===== src/hw/rtl/kfd_pkg.sv =====
// kfd_pkg: shared constants and types for the kiss frame deframer
package kfd_pkg;

    // framing characters
    localparam logic [7:0] FEND  = 8'hC0;
    localparam logic [7:0] FESC  = 8'hDB;
    localparam logic [7:0] TFEND = 8'hDC;
    localparam logic [7:0] TFESC = 8'hDD;

    // register defaults and length field width
    localparam int unsigned LENGTH_BITS_DEFAULT   = 10;
    localparam int unsigned MAX_FRAME_LEN_RESET   = 500;
    localparam logic [7:0]  DATA_CONTROL_RESET    = 8'h00;

    // configuration register indexes
    typedef enum logic {
        CFG_MAX_FRAME_LEN     = 1'b0,
        CFG_DATA_CONTROL_VALUE = 1'b1
    } cfg_index_t;

    // end-of-frame status codes
    typedef enum logic [1:0] {
        STATUS_GOOD    = 2'd0,
        STATUS_NONDATA = 2'd1,
        STATUS_LONG    = 2'd2
    } frame_status_t;

endpackage


===== src/hw/rtl/kiss_frame_deframer_unit.sv =====
// kiss_frame_deframer_unit: kiss deframer with registered input and result stages
//
//  channel   | direction | ports
//  ----------+-----------+-------------------------------------------------------
//  s_        | in        | s_valid, s_ready, s_rx_byte
//  m_        | out       | m_valid, m_ready, m_payload_byte, m_frame_end,
//            |           | m_frame_length, m_frame_status
//  cfg_      | in        | cfg_wr_en, cfg_wr_index, cfg_wr_data
//
// one transaction per clock sustained while the result channel is not stalled; an
// input byte passes through the input register, then is decoded into the result
// register, which presents it on m_ until it is taken.
// reset (synchronous, aresetn low) clears frame state, both stage valids and
// loads the register defaults. a stalled result register holds the input
// register, which then lowers s_ready until the result is taken.
module kiss_frame_deframer_unit #(
    parameter int unsigned LENGTH_BITS = kfd_pkg::LENGTH_BITS_DEFAULT
) (
    input  logic                   aclk,
    input  logic                   aresetn,
    // input channel
    input  logic                   s_valid,
    output logic                   s_ready,
    input  logic [7:0]             s_rx_byte,
    // result channel
    output logic                   m_valid,
    input  logic                   m_ready,
    output logic [7:0]             m_payload_byte,
    output logic                   m_frame_end,
    output logic [LENGTH_BITS-1:0] m_frame_length,
    output logic [1:0]             m_frame_status,
    // configuration port
    input  logic                   cfg_wr_en,
    input  logic                   cfg_wr_index,
    input  logic [((LENGTH_BITS > 8) ? LENGTH_BITS : 8)-1:0] cfg_wr_data
);
    import kfd_pkg::*;

    localparam int unsigned CW = LENGTH_BITS + 1;

    // configuration registers
    logic [LENGTH_BITS-1:0] max_frame_len_reg;
    logic [7:0]             data_control_reg;

    // input stage
    logic       in_valid_reg;
    logic [7:0] in_byte_reg;

    // frame state
    logic                   escape_reg,   escape_next;
    logic [LENGTH_BITS-1:0] count_reg,    count_next;
    logic                   rejected_reg, rejected_next;
    logic                   skip_reg,     skip_next;

    // result stage
    logic                   m_valid_reg;
    logic [7:0]             m_byte_reg;
    logic                   m_end_reg;
    logic [LENGTH_BITS-1:0] m_length_reg;
    frame_status_t          m_status_reg;

    // decode outputs
    logic                   res_valid;
    logic [7:0]             res_byte;
    logic                   res_end;
    logic [LENGTH_BITS-1:0] res_length;
    frame_status_t          res_status;

    logic       advance;
    logic [7:0] dec_byte;
    logic       delim;
    logic       esc_start;
    logic [LENGTH_BITS-1:0] payload_cnt;

    // handshake
    assign advance = in_valid_reg && (!m_valid_reg || m_ready);
    assign s_ready = !in_valid_reg || advance;

    assign payload_cnt = (count_reg == '0) ? '0 : count_reg - LENGTH_BITS'(1);

    // escape decode and frame state update
    always_comb begin
        escape_next   = escape_reg;
        count_next    = count_reg;
        rejected_next = rejected_reg;
        skip_next     = skip_reg;
        res_valid     = 1'b0;
        res_byte      = 8'h00;
        res_end       = 1'b0;
        res_length    = '0;
        res_status    = STATUS_GOOD;
        dec_byte      = in_byte_reg;
        delim         = 1'b0;
        esc_start     = 1'b0;

        if (escape_reg) begin
            escape_next = 1'b0;
            if (in_byte_reg == TFESC) begin
                dec_byte = FESC;
            end else if (in_byte_reg == TFEND) begin
                dec_byte = FEND;
            end
        end else if (in_byte_reg == FEND) begin
            delim = 1'b1;
        end else if (in_byte_reg == FESC) begin
            escape_next = 1'b1;
            esc_start   = 1'b1;
        end

        if (esc_start) begin
            // escape prefix alone gives nothing
        end else if (delim) begin
            if (skip_reg) begin
                skip_next     = 1'b0;
                count_next    = '0;
                rejected_next = 1'b0;
            end else if (count_reg != '0) begin
                res_valid     = 1'b1;
                res_end       = 1'b1;
                res_length    = payload_cnt;
                res_status    = rejected_reg ? STATUS_NONDATA : STATUS_GOOD;
                count_next    = '0;
                rejected_next = 1'b0;
            end
        end else if (skip_reg) begin
            // dropping bytes of an over-long frame
        end else if ((CW'(count_reg) + CW'(1)) > CW'(max_frame_len_reg)) begin
            skip_next     = 1'b1;
            res_valid     = 1'b1;
            res_end       = 1'b1;
            res_length    = payload_cnt;
            res_status    = STATUS_LONG;
            count_next    = '0;
            rejected_next = 1'b0;
        end else if (count_reg == '0) begin
            // control byte
            rejected_next = (dec_byte != data_control_reg);
            count_next    = LENGTH_BITS'(1);
        end else begin
            count_next = count_reg + LENGTH_BITS'(1);
            if (!rejected_reg) begin
                res_valid = 1'b1;
                res_byte  = dec_byte;
            end
        end
    end

    // configuration writes
    always_ff @(posedge aclk) begin
        if (!aresetn) begin
            max_frame_len_reg <= LENGTH_BITS'(MAX_FRAME_LEN_RESET);
            data_control_reg  <= DATA_CONTROL_RESET;
        end else if (cfg_wr_en) begin
            unique case (cfg_index_t'(cfg_wr_index))
                CFG_MAX_FRAME_LEN:      max_frame_len_reg <= cfg_wr_data[LENGTH_BITS-1:0];
                CFG_DATA_CONTROL_VALUE: data_control_reg  <= cfg_wr_data[7:0];
                default: ;
            endcase
        end
    end

    // input register
    always_ff @(posedge aclk) begin
        if (!aresetn) begin
            in_valid_reg <= 1'b0;
        end else if (s_ready) begin
            in_valid_reg <= s_valid;
        end
        if (s_valid && s_ready) begin
            in_byte_reg <= s_rx_byte;
        end
    end

    // frame state registers
    always_ff @(posedge aclk) begin
        if (!aresetn) begin
            escape_reg   <= 1'b0;
            count_reg    <= '0;
            rejected_reg <= 1'b0;
            skip_reg     <= 1'b0;
        end else if (advance) begin
            escape_reg   <= escape_next;
            count_reg    <= count_next;
            rejected_reg <= rejected_next;
            skip_reg     <= skip_next;
        end
    end

    // result register
    always_ff @(posedge aclk) begin
        if (!aresetn) begin
            m_valid_reg <= 1'b0;
        end else if (advance) begin
            m_valid_reg <= res_valid;
        end else if (m_ready) begin
            m_valid_reg <= 1'b0;
        end
        if (advance) begin
            m_byte_reg   <= res_byte;
            m_end_reg    <= res_end;
            m_length_reg <= res_length;
            m_status_reg <= res_status;
        end
    end

    assign m_valid        = m_valid_reg;
    assign m_payload_byte = m_byte_reg;
    assign m_frame_end    = m_end_reg;
    assign m_frame_length = m_length_reg;
    assign m_frame_status = m_status_reg;

`ifndef SYNTHESIS
    // payload results carry no length or status
    assert property (@(posedge aclk) disable iff (!aresetn)
        (m_valid_reg && !m_end_reg) |-> (m_status_reg == STATUS_GOOD && m_length_reg == '0))
        else $error("payload result with end fields set");

    // skipping only happens with an empty frame count
    assert property (@(posedge aclk) disable iff (!aresetn)
        skip_reg |-> (count_reg == '0 && !rejected_reg))
        else $error("skip state with frame count");

    // a rejected frame always has its control byte stored
    assert property (@(posedge aclk) disable iff (!aresetn)
        rejected_reg |-> (count_reg != '0))
        else $error("rejected frame without control byte");

    // an over-long result enters the skip state
    assert property (@(posedge aclk) disable iff (!aresetn)
        (advance && res_valid && res_status == STATUS_LONG) |=> skip_reg)
        else $error("too-long result without skip");
`endif

endmodule


===== config.mk =====
export PLATFORM = sky130hd
export DESIGN_NAME = kiss_frame_deframer_unit
export DESIGN_NICKNAME = d
export VERILOG_FILES = /design/src/hw/rtl/kfd_pkg.sv /design/src/hw/rtl/kiss_frame_deframer_unit.sv
export SDC_FILE = /design/constraint.sdc
export NUM_CORES = 1
export LEC_CHECK = 0
export ABC_AREA = 1
export ABC_CLOCK_PERIOD_IN_PS = 3300
export BUFFER_PORTS_ARGS = -buffer_cell sky130_fd_sc_hd__buf_2
export CAP_MARGIN = 0
export CORE_MARGIN = 2
export CORE_UTILIZATION = 55
export CTS_CLUSTER_SIZE = 25
export DETAILED_ROUTE_END_ITERATION = 8
export PLACE_DENSITY_LB_ADDON = 0.3
export SYNTH_ARGS = -nofsm -noshare
export SYNTH_HDL_FRONTEND = slang
export SYNTH_SLANG_ARGS = --single-unit

===== constraint.sdc =====
create_clock -name aclk -period 3.3 [get_ports aclk]
set_input_delay 0.165 -clock aclk [delete_from_list [all_inputs] [get_ports aclk]]
set_output_delay 0.165 -clock aclk [all_outputs]
set_load 0.02 [all_outputs]

==> metrics.md <==
| Metric | Value |
|---|---|
| Num rows | 28 |
| Async S/R FF share, synth | 0% |
| Vias in the first global route | 2,587 |
| Clk Tree Root Cell | clkbuf_8 |
| Pwr dens | 513 mW/mm^2 |
| Slew headroom | 49.8% |
| DP HPWL | 5060 um |
| Inserted Clock Buffers | 9 |
| Final Hold Viols | 0 |
| Layout cell share with drive strength beyond 1 | 24.2% |
| Max Cap Viol | 0 |
| Clk buf depth | 2 |
| Final setup margin | between 0.5 and 0.6 ns |
| Final core occ | 66.5% |
| Nets@finish | approximately 480 |
| Psw | slightly below 600 uW |
| Status | finished clean |
| Switch share | 28.9% |
| Top routing layer in use | met4 |
| Initial Utilization | 56.8% |
| RSZ-0062 raised after global routing | no |
| Comb pwr share | 18.7% |
| Min Clock Period, post-route | approximately 2.8 ns |
| Initial antenna violation count | 0 |
| Final setup vio count | 0 |
| Mean Syn Cell Area | 8.71 um^2 |
| Share of the synthesized area in the top cell type | 26.0% |
| Die X | between 80 and 90 um |
| Pre-antenna DRT Iters | 5 |
| Yosys warns | 0 |
| Layout Cells excl Fill | 521 |
| GRT Total Usage | 23.2% |
| DR vias | 2,742 |
| Total length of routed wires | approximately 7000 um |
| Clk_lat worst skew | 0.35 ns |
| Fin crit share | ~85% |
| Cell Area, Synth | 0.00335 mm^2 |
| Routed length on met3 | between 300 and 400 um |
| Clock Power Share | 35.8% |
| Clock slew at reported path FFs | 0.06 ns |
| Max FO, Critical Path | 9 |
| Cells after synthesis | about 380 |
| First-pass GRT wire length | 11,600 um |
| Critical path arrival | roughly 2.9 ns |
| Final RePlAce weighted congestion | around 0.84 |
| Routed length on met1 | about 3000 um |
| Leak pwr | 0.00177 uW |
| Max Fclk | between 0.3 and 0.4 GHz |
| Post-synth EDFFs | 29 |
| Chip height | 82.0 um |
| Top_reg_cell synth | dfxtp_1 |
| IO Pins | 47 |
| Hold_ws | 0.0338 ns |
| Antenna diode count | 0 |
| Internal power | 1430 uW |
| Vias/cell | 5.26 |
| Synth area leaders | edfxtp_1, dfxtp_1, nand2_1 |
| Die Area | 0.00672 mm^2 |
| Post-CTS resize count | 0 |
| Placed cell count | 497 |
| Setup TNS | 0 ns |
| H-Tree Level Count | 3 |
| Antenna-violating nets left | 0 |
| Clk_skew | 0.00701 ns |
| #FFs+latches synth | 62 |
| Peak VDD IR | 341 uV |
| Setup crit start kind | register |
| Synth area leader | edfxtp_1 |
| DRT iter0 DRCs | 163 |
| # clock sinks | 62 |
| Core area | 0.00589 mm^2 |
| Least-Margin Pin Slew | 0.753 ns |
| Req. time, crit path | between 3 and 4 ns |
| Synth cell types | 42 |
| Area grow syn2layout | 16.9% |
| CTS tree | done |
| Congestion Overflow GR | 0 |
| DR WL/cell | 13.5 um |
| HP Class | in -> reg |
| Post-CTS Setup Bufs | 0 |
| DRC viols | 0 |
| PortBufs | 46 |
| Worst slack, placed | between 0.5 and 0.6 ns |
| Sequential Power Share | 45.5% |
| Largest net degree at the start of global routing | 31 |
| Final Slew Violations | 0 |
| Critical path capture point type | register |
| Crit Path Class | reg -> reg |
| Sequential area share after synthesis | 45.8% |
| Syn nets | 420 |
| WL met2 | 3510 um |
synthesized netlist by cell type (3+ instances only):
| cell type | count |
|---|---|
| a21oi_1 | 20 |
| clkbuf_1 | 4 |
| dfxtp_1 | 33 |
| edfxtp_1 | 29 |
| ha_1 | 12 |
| inv_1 | 48 |
| inv_2 | 4 |
| nand2_1 | 65 |
| nand2_2 | 4 |
| nand2_4 | 3 |
| nand3_1 | 15 |
| nand3_4 | 4 |
| nor2_1 | 43 |
| nor2_2 | 12 |
| nor2_4 | 3 |
| nor3_1 | 3 |
| nor3_2 | 9 |
| o211ai_1 | 6 |
| o21ai_0 | 20 |
| o21ai_1 | 8 |
| xnor2_1 | 5 |
| xor2_1 | 9 |
critical path, stage by stage, from the launching register on:
cell and delay, ns:
dfxtp_1 0.53, nand2_1 0.12, nor2_1 0.10, nand2_1 0.10, nor2_1 0.20, nand3_1 0.11, xor2_1 0.15, inv_1 0.09
ha_1 0.30, nand3_1 0.10, a21oi_2 0.17, nand3_2 0.17, nand2_8 0.14, nand2_4 0.06, nand3_4 0.14, nor2_2 0.05
per-stage QoR:
stage / cell area, um^2 / power, uW
after global placement: 3630 / 1280
after global routing: 3910 / 2100
after detailed placement: 3630 / 1290
final: 3910 / 2010
after CTS: 3910 / 2020
after floorplan: 3350 / 1200
logic make-up after synthesis:
| group | synth area share, % |
|---|---|
| fa+ha+maj | 4.49 |
| buf+inv | 7.82 |
| simple gates | 28.2 |
| compound gates | 10.1 |
| xor+xnor | 3.66 |
| flops | 45.8 |
path summary, 6_finish.rpt:
path                             start                    to  slack (ns)  depth (start not counted)
setup / recovery          count_reg[2]     m_frame_length[4]        0.51                         15
hold / removal          cfg_wr_data[8]  max_frame_len_reg[8]        0.03                          3
setup reg to reg          count_reg[2]     m_frame_length[4]        0.51                         15
hold reg to reg   max_frame_len_reg[9]  max_frame_len_reg[9]        0.46                          2
per-layer routing:
layer  GRT usage (%)  vias to the layer above
li1                -                     1372
met1            27.6                     1261
met2            38.9                       90
met3            4.29                       19
met4            14.3                        0
met5               0                        -
power by group through the flow:
stage | clock (uW) | sequential, uW | combinational [uW]
after floorplan | 0 | 940 | 263
after global placement | 0 | 927 | 352
after detailed placement | 0 | 929 | 364
after CTS | 729 | 912 | 376
after global routing | 754 | 920 | 422
final | 718 | 914 | 375
layout make-up:
class / instances / area (um^2)
fill: 483 / 1970
multi-input combinational: 259 / 1550
sequential: 62 / 1530
timing repair buffer: 55 / 318
inverter: 54 / 210
clock buffer: 12 / 135
tap: 75 / 93.8
clock inverter: 4 / 71.3
cells in the final DEF, fill, tap and decap left out, types with 4 or more instances in the layout:
cell type	Yosys	layout
buf_2	2	46
nor3_2	9	9
inv_2	4	4
dfxtp_1	33	33
nor2_1	43	43
o211ai_1	6	6
nand3_4	4	4
nand2_2	4	4
nand2_1	65	65
dlygate4sd3_1	0	8
edfxtp_1	29	29
inv_1	48	48
nand3_1	15	15
xor2_1	9	9
nor2_2	12	12
xnor2_1	5	5
o21ai_0	20	20
o21ai_1	8	8
ha_1	12	12
clkbuf_8	0	9
a21oi_1	20	20
repair_timing:
item / in CTS / in global routing
hold buffers: 8 / 0
endpoints found under the setup margin: 0 / 0
hold endpoints to repair: 8 / 0
Power figures use the tool's default switching activity.
